**config.mk**
```make
export PLATFORM = sky130hd
export DESIGN_NAME = distance_vector_route_table
export DESIGN_NICKNAME = d
export VERILOG_FILES = /design/src/sv/dvrt_pkg.sv /design/src/sv/distance_vector_route_table.sv /design/src/sv/dvrt_ram.sv
export SDC_FILE = /design/constraint.sdc
export NUM_CORES = 1
export LEC_CHECK = 0
export ABC_AREA = 1
export BUFFER_PORTS_ARGS = -buffer_cell sky130_fd_sc_hd__buf_2
export CAP_MARGIN = 40
export CORE_MARGIN = 2
export CORE_UTILIZATION = 36
export DETAILED_ROUTE_END_ITERATION = 8
export SLEW_MARGIN = 15
export SYNTH_ARGS = -nofsm -noshare
export SYNTH_HDL_FRONTEND = slang
export SYNTH_HIERARCHICAL = 1
export SYNTH_SLANG_ARGS = --single-unit
```
**constraint.sdc**
```tcl
create_clock -name i_clk -period 6.62 [get_ports i_clk]
set_input_delay 1.324 -clock i_clk [delete_from_list [all_inputs] [get_ports i_clk]]
set_output_delay 1.324 -clock i_clk [all_outputs]
set_load 0.02 [all_outputs]
```
**src/sv/dvrt_pkg.sv**
```systemverilog
// Shared types and constants of the distance-vector route table.
package dvrt_pkg;

    // Operation codes of a command transfer
    localparam logic [1:0] OP_BEACON = 2'd0;
    localparam logic [1:0] OP_SWEEP  = 2'd1;
    localparam logic [1:0] OP_QUERY  = 2'd2;

    // Configuration register indexes
    localparam int CFG_IDX_W  = 1;
    localparam int CFG_DATA_W = 8;
    localparam logic [CFG_IDX_W-1:0] CFG_SELF_ID     = 1'b0;
    localparam logic [CFG_IDX_W-1:0] CFG_STALE_LIMIT = 1'b1;

    localparam logic [3:0] SELF_ID_RESET     = 4'd1;
    localparam logic [7:0] STALE_LIMIT_RESET = 8'd10;

    // Costs
    localparam logic [7:0] COST_UNREACH = 8'd255;
    localparam logic [8:0] COST_LIMIT   = 9'd254;

    // RSSI thresholds (dBm) and link penalties
    localparam logic signed [7:0] RSSI_STRONG = -8'sd55;
    localparam logic signed [7:0] RSSI_FAIR   = -8'sd70;
    localparam logic signed [7:0] RSSI_WEAK   = -8'sd85;
    localparam logic [7:0] PEN_STRONG = 8'd1;
    localparam logic [7:0] PEN_FAIR   = 8'd4;
    localparam logic [7:0] PEN_WEAK   = 8'd15;
    localparam logic [7:0] PEN_POOR   = 8'd50;

    typedef struct packed {
        logic [1:0]        operation;
        logic [3:0]        sender_id;
        logic signed [7:0] rssi;
        logic [63:0]       advertised_costs;
        logic [31:0]       now_seconds;
        logic [2:0]        dest_index;
    } t_cmd;

    typedef struct packed {
        logic [7:0] route_cost;
        logic [3:0] route_hop;
        logic       reachable;
        logic [3:0] expired_count;
    } t_result;

    // One table entry as stored in the RAM
    typedef struct packed {
        logic [7:0]  cost;
        logic [3:0]  hop;
        logic [31:0] seen_s;
    } t_entry;

endpackage

```
**src/sv/distance_vector_route_table.sv**
```systemverilog
// Top level of the distance-vector route table: sequencer around one entry RAM.
//
//  channel   direction  handshake                 payload
//  command   in         i_start && !o_busy        i_cmd (t_cmd)
//  result    out        o_done, one cycle         o_result (t_result)
//  config    in         i_cfg_we                  i_cfg_index, i_cfg_wdata
//
// Cycles: every entry goes through the single RAM read port one per cycle.
// A valid beacon goes through direct write, pass, drain, dest read and output
// load, a sweep through the same steps without direct write, a query or ignored
// beacon through dest read and output load only. o_done is high in the first cycle
// with o_busy low; a new command may be transferred in that cycle. Reset is
// synchronous; the RAM is not cleared, per-entry valid bits make unwritten entries
// read as their reset values. The receiver cannot stall: each result is shown once for one cycle.
module distance_vector_route_table
    import dvrt_pkg::*;
#(
    parameter int NODE_COUNT = 8
) (
    input  logic                  i_clk,
    input  logic                  i_rst_n,
    input  logic                  i_start,
    output logic                  o_busy,
    input  t_cmd                  i_cmd,
    output logic                  o_done,
    output t_result               o_result,
    input  logic                  i_cfg_we,
    input  logic [CFG_IDX_W-1:0]  i_cfg_index,
    input  logic [CFG_DATA_W-1:0] i_cfg_wdata
);

    localparam int AW = $clog2(NODE_COUNT);
    localparam int EW = $bits(t_entry);

    typedef enum logic [5:0] {
        S_IDLE   = 6'b000001,
        S_DIRECT = 6'b000010,  // write the sender's direct entry
        S_PASS   = 6'b000100,  // read entry idx, update entry idx-1
        S_LAST   = 6'b001000,  // update the last entry
        S_DREAD  = 6'b010000,  // read the reported entry
        S_DOUT   = 6'b100000   // load the result register
    } t_state;

    t_state r_state, n_state;

    // configuration
    logic [3:0] r_self;
    logic [7:0] r_limit;

    // latched command
    logic        r_is_beacon;
    logic [3:0]  r_nb;
    logic [7:0]  r_pen;
    logic [63:0] r_costs;
    logic [31:0] r_now;
    logic [2:0]  r_dest;

    logic [AW-1:0]         r_idx;
    logic [3:0]            r_count;
    logic                  r_pend;     // RAM output holds an entry to update
    logic [AW-1:0]         r_rd_idx;
    logic                  r_rd_vld;
    logic [NODE_COUNT-1:0] r_valid;

    logic    r_done;
    t_result r_result, n_result;

    // RAM port signals
    logic          ram_we;
    logic [AW-1:0] ram_waddr;
    t_entry        ram_wdata;
    logic [AW-1:0] ram_raddr;
    logic [EW-1:0] ram_q;

    logic       accept;
    logic       nb_ok;
    logic [7:0] pen;
    t_entry     rd_entry;
    t_entry     new_entry;
    logic       upd;
    logic       cnt_inc;
    logic       is_self;
    logic [7:0] adv;
    logic [8:0] sum;
    logic [7:0] prop;
    logic       dest_ok;

    function automatic t_entry rst_entry(input logic [AW-1:0] idx);
        t_entry e;
        e.cost   = (idx == '0) ? 8'd0 : COST_UNREACH;
        e.hop    = (idx == '0) ? SELF_ID_RESET : 4'd0;
        e.seen_s = 32'd0;
        return e;
    endfunction

    dvrt_ram #(
        .WIDTH (EW),
        .DEPTH (NODE_COUNT)
    ) u_table (
        .i_clk   (i_clk),
        .i_we    (ram_we),
        .i_waddr (ram_waddr),
        .i_wdata (ram_wdata),
        .i_raddr (ram_raddr),
        .o_rdata (ram_q)
    );

    assign accept = i_start && !o_busy;
    assign o_busy = (r_state != S_IDLE);
    assign nb_ok  = (i_cmd.sender_id != 4'd0) &&
                    ({1'b0, i_cmd.sender_id} <= 5'(NODE_COUNT));

    // RSSI to link penalty
    always_comb begin
        priority if (i_cmd.rssi >= RSSI_STRONG) begin
            pen = PEN_STRONG;
        end else if (i_cmd.rssi >= RSSI_FAIR) begin
            pen = PEN_FAIR;
        end else if (i_cmd.rssi >= RSSI_WEAK) begin
            pen = PEN_WEAK;
        end else begin
            pen = PEN_POOR;
        end
    end

    // never-written entries read as reset values
    assign rd_entry = r_rd_vld ? t_entry'(ram_q) : rst_entry(r_rd_idx);

    // per-entry relax / age step on the entry at the RAM output
    always_comb begin
        upd       = 1'b0;
        cnt_inc   = 1'b0;
        new_entry = rd_entry;
        is_self   = (4'(r_rd_idx) + 4'd1 == r_self);
        adv       = r_costs[{r_rd_idx, 3'b000} +: 8];
        sum       = {1'b0, adv} + {1'b0, r_pen};
        prop      = (sum > COST_LIMIT) ? COST_UNREACH : sum[7:0];
        if (r_pend && !is_self) begin
            if (r_is_beacon) begin
                if (adv != COST_UNREACH) begin
                    if (prop < rd_entry.cost) begin
                        upd              = 1'b1;
                        new_entry.cost   = prop;
                        new_entry.hop    = r_nb;
                        new_entry.seen_s = r_now;
                    end else if (rd_entry.hop == r_nb) begin
                        upd              = 1'b1;
                        new_entry.cost   = prop;
                        new_entry.seen_s = r_now;
                    end
                end
            end else begin
                if ((rd_entry.cost != COST_UNREACH) &&
                    ((r_now - rd_entry.seen_s) > {24'd0, r_limit})) begin
                    upd            = 1'b1;
                    cnt_inc        = 1'b1;
                    new_entry.cost = COST_UNREACH;
                end
            end
        end
    end

    // RAM access
    always_comb begin
        ram_we    = 1'b0;
        ram_waddr = r_rd_idx;
        ram_wdata = new_entry;
        ram_raddr = r_idx;
        unique case (r_state)
            S_DIRECT: begin
                ram_we    = 1'b1;
                ram_waddr = AW'(r_nb - 4'd1);
                ram_wdata = '{cost: r_pen, hop: r_nb, seen_s: r_now};
            end
            S_PASS, S_LAST: begin
                ram_we = upd;
            end
            S_DREAD: begin
                ram_raddr = AW'(r_dest);
            end
            default: begin
            end
        endcase
    end

    // sequencer
    always_comb begin
        n_state = r_state;
        unique case (r_state)
            S_IDLE: begin
                if (accept) begin
                    priority if (i_cmd.operation == OP_BEACON && nb_ok) begin
                        n_state = S_DIRECT;
                    end else if (i_cmd.operation == OP_SWEEP) begin
                        n_state = S_PASS;
                    end else begin
                        n_state = S_DREAD;  // query, unused code, ignored beacon
                    end
                end
            end
            S_DIRECT: n_state = S_PASS;
            S_PASS:   n_state = (r_idx == AW'(NODE_COUNT - 1)) ? S_LAST : S_PASS;
            S_LAST:   n_state = S_DREAD;
            S_DREAD:  n_state = S_DOUT;
            S_DOUT:   n_state = S_IDLE;
            default:  n_state = S_IDLE;
        endcase
    end

    assign dest_ok = ({1'b0, r_dest} < 4'(NODE_COUNT));

    always_comb begin
        n_result.route_cost    = dest_ok ? rd_entry.cost : COST_UNREACH;
        n_result.route_hop     = dest_ok ? rd_entry.hop : 4'd0;
        n_result.reachable     = (n_result.route_cost != COST_UNREACH);
        n_result.expired_count = r_count;
    end

    // control registers
    always_ff @(posedge i_clk) begin
        if (!i_rst_n) begin
            r_state <= S_IDLE;
            r_self  <= SELF_ID_RESET;
            r_limit <= STALE_LIMIT_RESET;
            r_pend  <= 1'b0;
            r_done  <= 1'b0;
            r_valid <= '0;
            r_idx   <= '0;
            r_count <= 4'd0;
        end else begin
            r_state <= n_state;
            r_pend  <= (r_state == S_PASS);
            r_done  <= (r_state == S_DOUT);
            if (i_cfg_we) begin
                unique case (i_cfg_index)
                    CFG_SELF_ID:     r_self  <= i_cfg_wdata[3:0];
                    CFG_STALE_LIMIT: r_limit <= i_cfg_wdata;
                    default: begin
                    end
                endcase
            end
            if (ram_we) begin
                r_valid[ram_waddr] <= 1'b1;
            end
            if (accept) begin
                r_idx   <= '0;
                r_count <= 4'd0;
            end else begin
                if (r_state == S_PASS) begin
                    r_idx <= r_idx + 1'b1;
                end
                if (cnt_inc) begin
                    r_count <= r_count + 4'd1;
                end
            end
        end
    end

    // payload registers
    always_ff @(posedge i_clk) begin
        if (accept) begin
            r_is_beacon <= (i_cmd.operation == OP_BEACON);
            r_nb        <= i_cmd.sender_id;
            r_pen       <= pen;
            r_costs     <= i_cmd.advertised_costs;
            r_now       <= i_cmd.now_seconds;
            r_dest      <= i_cmd.dest_index;
        end
        r_rd_idx <= ram_raddr;
        r_rd_vld <= r_valid[ram_raddr];
        if (r_state == S_DOUT) begin
            r_result <= n_result;
        end
    end

    assign o_done   = r_done;
    assign o_result = r_result;

`ifndef SYNTHESIS
    a_done_after_dout: assert property (@(posedge i_clk) disable iff (!i_rst_n)
        o_done |-> $past(r_state == S_DOUT))
        else $error("result strobe without output load");

    a_write_window: assert property (@(posedge i_clk) disable iff (!i_rst_n)
        ram_we |-> (r_state == S_DIRECT || r_state == S_PASS || r_state == S_LAST))
        else $error("table write outside an update phase");

    a_no_rw_overlap: assert property (@(posedge i_clk) disable iff (!i_rst_n)
        (r_state == S_PASS && ram_we) |-> (ram_waddr != ram_raddr))
        else $error("read and write of the same entry in one cycle");

    a_count_bound: assert property (@(posedge i_clk) disable iff (!i_rst_n)
        r_count <= 4'(NODE_COUNT))
        else $error("expired count beyond table size");

    a_accept_busy: assert property (@(posedge i_clk) disable iff (!i_rst_n)
        accept |=> o_busy)
        else $error("command transfer did not start the sequencer");
`endif

endmodule

```
**src/sv/dvrt_ram.sv**
```systemverilog
// Generic single-write, single-read RAM with registered read data.
module dvrt_ram #(
    parameter int WIDTH = 8,
    parameter int DEPTH = 8
) (
    input  logic                     i_clk,
    input  logic                     i_we,
    input  logic [$clog2(DEPTH)-1:0] i_waddr,
    input  logic [WIDTH-1:0]         i_wdata,
    input  logic [$clog2(DEPTH)-1:0] i_raddr,
    output logic [WIDTH-1:0]         o_rdata
);

    logic [WIDTH-1:0] r_mem [DEPTH];
    logic [WIDTH-1:0] r_rdata;

    always_ff @(posedge i_clk) begin
        if (i_we) begin
            r_mem[i_waddr] <= i_wdata;
        end
        r_rdata <= r_mem[i_raddr];
    end

    assign o_rdata = r_rdata;

endmodule
```
# == Word level (Yosys, flattened, before mapping) ==
# Memories as Yosys holds them, arrays and structs flattened. A register that Yosys moved wholly into a read port is not among the register bits.
# Index checks and enable logic that the tools add are counted.
# op_classes
n_addsub,6
magnitude_cmp,10
n_eq_ne,14
n_shift,1
mux,39
bitwise,3
n_reduce_logical,16
# op_table
cell,n
$mux 44,4
$mux 32,2
$shiftx 64x7->8,1
$mux 8,6
$mux 36,1
$gt 32x8->1,1
$sub 32x32->32,1
$pmux 6 s5,1
$ge 8x8->1 const B,2
$ne 8x8->1 const B,2
$mux 1,13
$mux 6,2
$mux 5,2
$add 8x6->9,1
$gt 9x8->1 const B,1
$mux 3,3
$eq 4x4->1,2
$ge 8x7->1 const B,1
$lt 3x4->1 const B,2
$lt 8x8->1,1
$mux 4,2
$or 8x8->8,1
$eq 6x1->1 const B,1
$eq 6x2->1 const B,1
25 further kinds,35
# word_totals
ff_bits,166
mem_bits_rw,352
input_bits,126
out_inout_bits,19
elab_cells,111
mem_count,1
# mem_list
name,words,word_bits,rd,rd_clocked_by_memory_dff,write_ports,line_no,rtl
u_table.r_mem,8,44,1,1,1,dvrt_ram.sv:14,logic [WIDTH-1:0] r_mem [DEPTH];

# == Logic depth before layout (Yosys ltp) ==
# logic_depth
word_depth,12
ltp_mapped,36
depth_no_buf,32

# == Modules after synthesis ==
# The synthesis kept the hierarchy.
# modules_own_cells
module,n_inst,cells_per_inst,area_each_um2,seq_area_each_um2
dvrt_ram,1,1583,16315.6,11451.0
distance_vector_route_table,1,1294,10226.1,4564.4

# == Worst setup path before layout ==
# OpenSTA, ideal clock, no wires.
# synth_path
kind,input-to-reg
from,input port i_start
to,register r_count[0]
setup_ns,0.115
arrival_time_ns,6.545
required_time_ns,6.505
slack_ns,-0.040
cell_stages,6
path_buffers,0
cell_sequence,inv_1 > nor2_1 > nor2_1 > inv_1 > a21oi_1 > o21a_1
# synth_between
elab_chain_cells,2
# synth_rtl
item,line_no,rtl
"start, declared",distance_vector_route_table.sv:22,"input logic i_start,"
$logic_and 1x1->1,distance_vector_route_table.sv:108,assign accept = i_start && !o_busy;
named net accept,distance_vector_route_table.sv:75,logic accept;
$reduce_or 2->1 (no source line),n/a,
"end signal, assigned",distance_vector_route_table.sv:253,r_count <= r_count + 4'd1;
"end, declared",distance_vector_route_table.sv:59,logic [3:0] r_count;
# The timed path passes the listed nets, and every way through them passes these cells.
# A chain may end at the register's enable or synchronous reset.

# == Worst setup path in the final report ==
# layout_path
from,register r_rd_idx[1]
to,memory u_table/r_mem[5][14] (netlist name) (enable)
# layout_between
elab_chain_cells,12
elab_cells_between_ends,27
cone_classes,2 x add/sub; 2 x order compare; 4 x eq/ne; 1 x shift; 14 x mux; 4 x reduce/logical
# layout_rtl
item,line_no,rtl
"start, declared",distance_vector_route_table.sv:61,logic [AW-1:0] r_rd_idx;
"start signal, assigned",distance_vector_route_table.sv:269,r_rd_idx <= ram_raddr;
$shiftx 64x7->8 / $logic_not 3->1 (equally long branches),"distance_vector_route_table.sv:135, distance_vector_route_table.sv:90, distance_vector_route_table.sv:91",
$add 8x6->9 / $mux 1 (equally long branches),"distance_vector_route_table.sv:136, distance_vector_route_table.sv:91",
$gt 9x8->1 / $mux 44 (equally long branches),"distance_vector_route_table.sv:137, distance_vector_route_table.sv:127",
$mux 8 / $eq 4x4->1 (equally long branches),"distance_vector_route_table.sv:137, distance_vector_route_table.sv:146",
$lt 8x8->1 / $mux 1 (equally long branches),"distance_vector_route_table.sv:141, distance_vector_route_table.sv:146",
$mux 1,distance_vector_route_table.sv:141,if (prop < rd_entry.cost) begin
$mux 1,distance_vector_route_table.sv:140,if (adv != COST_UNREACH) begin
$mux 1,distance_vector_route_table.sv:139,if (r_is_beacon) begin
$mux 1 *,distance_vector_route_table.sv:138,if (r_pend && !is_self) begin
$pmux 1 s2 *,distance_vector_route_table.sv:169,unique case (r_state)
named net ram_we,distance_vector_route_table.sv:69,logic ram_we;
$mux 1 *,dvrt_ram.sv:18,if (i_we) begin
$mux 1 (implied by the code) *,dvrt_ram.sv:19,r_mem[i_waddr] <= i_wdata;
"end, declared",dvrt_ram.sv:14,
# The timed path passes the listed nets; every way through them passes the cells marked *.

==> summary.md <==
| Metric | Value |
|---|---|
| Seq/Total Area, Yosys | between 60% and 70% |
| Worst vdd ir | 0.285 mV |
| Synthesized net count | just over 3000 |
| I/O Buffers | 144 |
| CTS tree | done |
| HP Class | reg -> reg |
| Leakage power | roughly 14 nW |
| Pin count of the biggest net entering global routing | 150 |
| Max Freq | 174 MHz |
| Kind of critical path | reg -> reg |
| Max-slew headroom | ~40% |
| Critical R2R Capture | u_table/r_mem[5][14] |
| GP Congestion | 0.931 |
| Worst-case hold path end point | r_valid[7] |
| Final Hold Fails | 0 |
| Initial antenna violation count | 1 |
| Hold Buf Count CTS | 0 |
| First-pass GRT wire length | 103 mm |
| Routed length per instance | approximately 17 µm |
| H-tree depth | 2 |
| Number of flops mapped to enable cells by yosys | roughly 480 |
| Initial Util | 36.4% |
| Post-Route Skew | 0.0189 ns |
| Post-route setup TNS | 0 ns |
| Vert. Die Dim | ~280 µm |
| CP Data Required Time | around 7 ns |
| Most used DFF post-synth | edfxtp_1 |
| Clock latency on the worst-skew pair | 0.63 ns |
| Post-DP HPWL | roughly 43 mm |
| Synth top area share | between 50% and 60% |
| GRT Util Overall | roughly 18% |
| NumNets Final | 3210 |
| Crit end category | flop |
| Design Power | between 9 and 10 mW |
| Longest Clk Path Bufs | 3 |
| # fillers | 7078 |
| Die X | 276 µm |
| Number of synthesized register bits | roughly 560 |
| Slowest cell on crit path | nor2_4 |
| Netlist cell types | 48 |
| DRT iter0 DRCs | 1439 |
| Post-DP Area | around 28000 µm² |
| Vias | around 19000 |
| Post-route ant nets | 0 |
| CTS resizes | 0 |
| # IOs | 145 |
| Max Cap Viol | 0 |
| Setup violators final | 0 |
| Fraction of registers with async set/reset | 0% |
| Crit path launch type | flop |
| Core region area | 73000 µm² |
| RSZ-0062 raised after global routing | false |
| Mean Syn Cell Area | ~9.2 µm² |
| Final std cell area, no fill | roughly 30000 µm² |
| CP max FO | 28 |
| R2R Setup Slk | ~0.89 ns |
| Row Count | 99 |
| R2R depth | 30 |
| Number of setup buffers added after CTS | 0 |
| Most frequent cells after synthesis | nand2_1 (920), inv_1 (516), edfxtp_1 (478) |
| Layout area overhead | 14.2% |
| CP arrival | ~6 ns |
| CP max stage delay | around 0.66 ns |
| Status | complete, no violations |
| CTS sink count | 561 |
| Crit-path most repeated cell | nand2_1 |
| Pwr dens | approximately 300 nW/µm² |
| Worst-margin pin slew | just under 0.9 ns |
| Cell area after synthesis | around 27000 µm² |
| Gate Count Post-Synth | approximately 2900 |
| Largest area contributor in the netlist | edfxtp_1 |
| Drt pass-1 iters | 5 |
| Root buf cell | clkbuf_16 |
| Inserted Clock Buffers | 57 |
| Die area | between 70000 and 80000 µm² |
| Post-route DRC violation count | 0 |
| Vias per cell | around 4.7 |
| WL final | ~67 mm |
| Period utilization | between 80% and 90% |
| Top-count cell post-synth | nand2_1 |
| Worst-path clk slew | roughly 0.06 ns |
| Hold path cells | 2 |
| Synth warn | 6 |
| Layout cells sized above 1 | between 10% and 20% |
| Final-report max-slew violation count | 0 |
| Number of global-route vias before repair | ~18000 |
| Overflow after GRT | 0 |
| Top cells by area, synth | edfxtp_1 (54%), nand2_1 (13%), inv_1 (7.3%) |
| Crit path time final | ~5.7 ns |
| Worst hold start | r_valid[7] |
| Reg-to-Reg Start | r_rd_idx[1] |
[layer usage]
metal | track usage [%] | routed length (µm)
met1 | 23.3 | 29500
met2 | 29.4 | 31700
met4 | 5.26 | 1630
met3 | 2.87 | 3770
met5 | 0 | 0
[layout make-up]
cell class | count | area [µm²] | share of cell area, %
Antenna cell | 1 | 2.50 | 0.00826
Clock buffer | 70 | 1520 | 5.00
Multi-Input combinational cell | 1697 | 8040 | 26.5
Tap cell | 959 | 1200 | 3.96
Timing Repair Buffer | 183 | 1110 | 3.65
Clock inverter | 38 | 443 | 1.46
Sequential cell | 561 | 16000 | 52.9
Inverter | 524 | 1980 | 6.53
[logic make-up after synthesis]
logic type / count (synthesis) / share of synthesized area [%]
compound gates: 241 / 4.97
xor+xnor: 32 / 1.06
fa+ha+maj: 60 / 2.89
buf+inv: 619 / 9.66
flops: 561 / 60.3
simple gates: 1364 / 21.1
[worst max-delay path by stage]
| stage | slack [ns] | from | to | cells after the start |
|---|---|---|---|---|
| 6_report | 0.89 | r_rd_idx[1] | u_table/r_mem[5][14] | 30 |
| 5_1_grt | 0.28 | r_rd_idx[1] | u_table/r_mem[5][14] | 32 |
| 3_3_place_gp | 0.95 | r_rd_idx[1] | u_table/r_mem[5][14] | 30 |
| 4_1_cts | 0.87 | r_rd_idx[1] | u_table/r_mem[5][12] | 30 |
| 2_1_floorplan | 0.48 | r_rd_idx[0] | u_table/r_mem[1][0] | 32 |
| 3_5_place_dp | 0.88 | r_rd_idx[1] | u_table/r_mem[5][14] | 30 |
[per-stage QoR]
stage               hold slack, ns  utilization (%)  cells  worst slack (ns)
floorplan                    0.430                -   2877             0.478
global route                 0.466             41.5   4033             0.277
finish                       0.451             41.5   4033             0.886
detailed placement           0.444             38.8   3922             0.882
global placement             0.441             38.6   3911             0.953
CTS                          0.453             41.5   4030             0.871
[placed cells by master, fill, tap and decap left out, types with 4 or more instances in the layout]
cell / instances
a21o_1: 5
a21oi_1: 82
a31oi_1: 12
buf_12: 6
buf_2: 153
buf_4: 22
bufinv_16: 8
clkbuf_1: 10
clkbuf_16: 58
clkinv_1: 11
clkinv_2: 7
clkinvlp_4: 7
dfxtp_1: 82
edfxtp_1: 478
ha_1: 58
inv_1: 514
inv_2: 4
inv_4: 4
nand2_1: 919
nand2_2: 5
nand3_1: 238
nand3b_1: 7
nand4_1: 16
nor2_1: 135
nor2_4: 9
nor3_1: 11
nor4_1: 5
o211ai_1: 5
o21a_1: 4
o21ai_0: 89
o21ai_1: 20
o21bai_1: 8
o22ai_1: 7
or2_2: 4
xnor2_1: 17
xor2_1: 15
[flip-flops by register name, indices dropped and copies added (netlist names), 5 cells and up]
signal	count
u_table/r_mem	352
r_costs	64
u_table/o_rdata	44
r_now	32
o_result	17
r_limit	8
r_valid	8
r_state	6
r_pen	5
[report_power, final]
group | leakage [nW] | total, mW | switching, mW | internal, mW
combinational | 7.48 | 1.58 | 1.07 | 0.511
clock | 0.932 | 3.36 | 1.41 | 1.95
sequential | 5.16 | 4.18 | 0.107 | 4.07
[worst max-delay path: cells and delay by family (launching register included)]
kind                     cells  cell delay, ns
AND/OR/NAND/NOR             18            2.46
AO/OA/AOI/OAI                5            0.86
buffers and inverters        4            0.94
adder cells (fa/ha/maj)      3            0.81
flip-flops                   1            0.30
(Power assumes the default switching activity.)
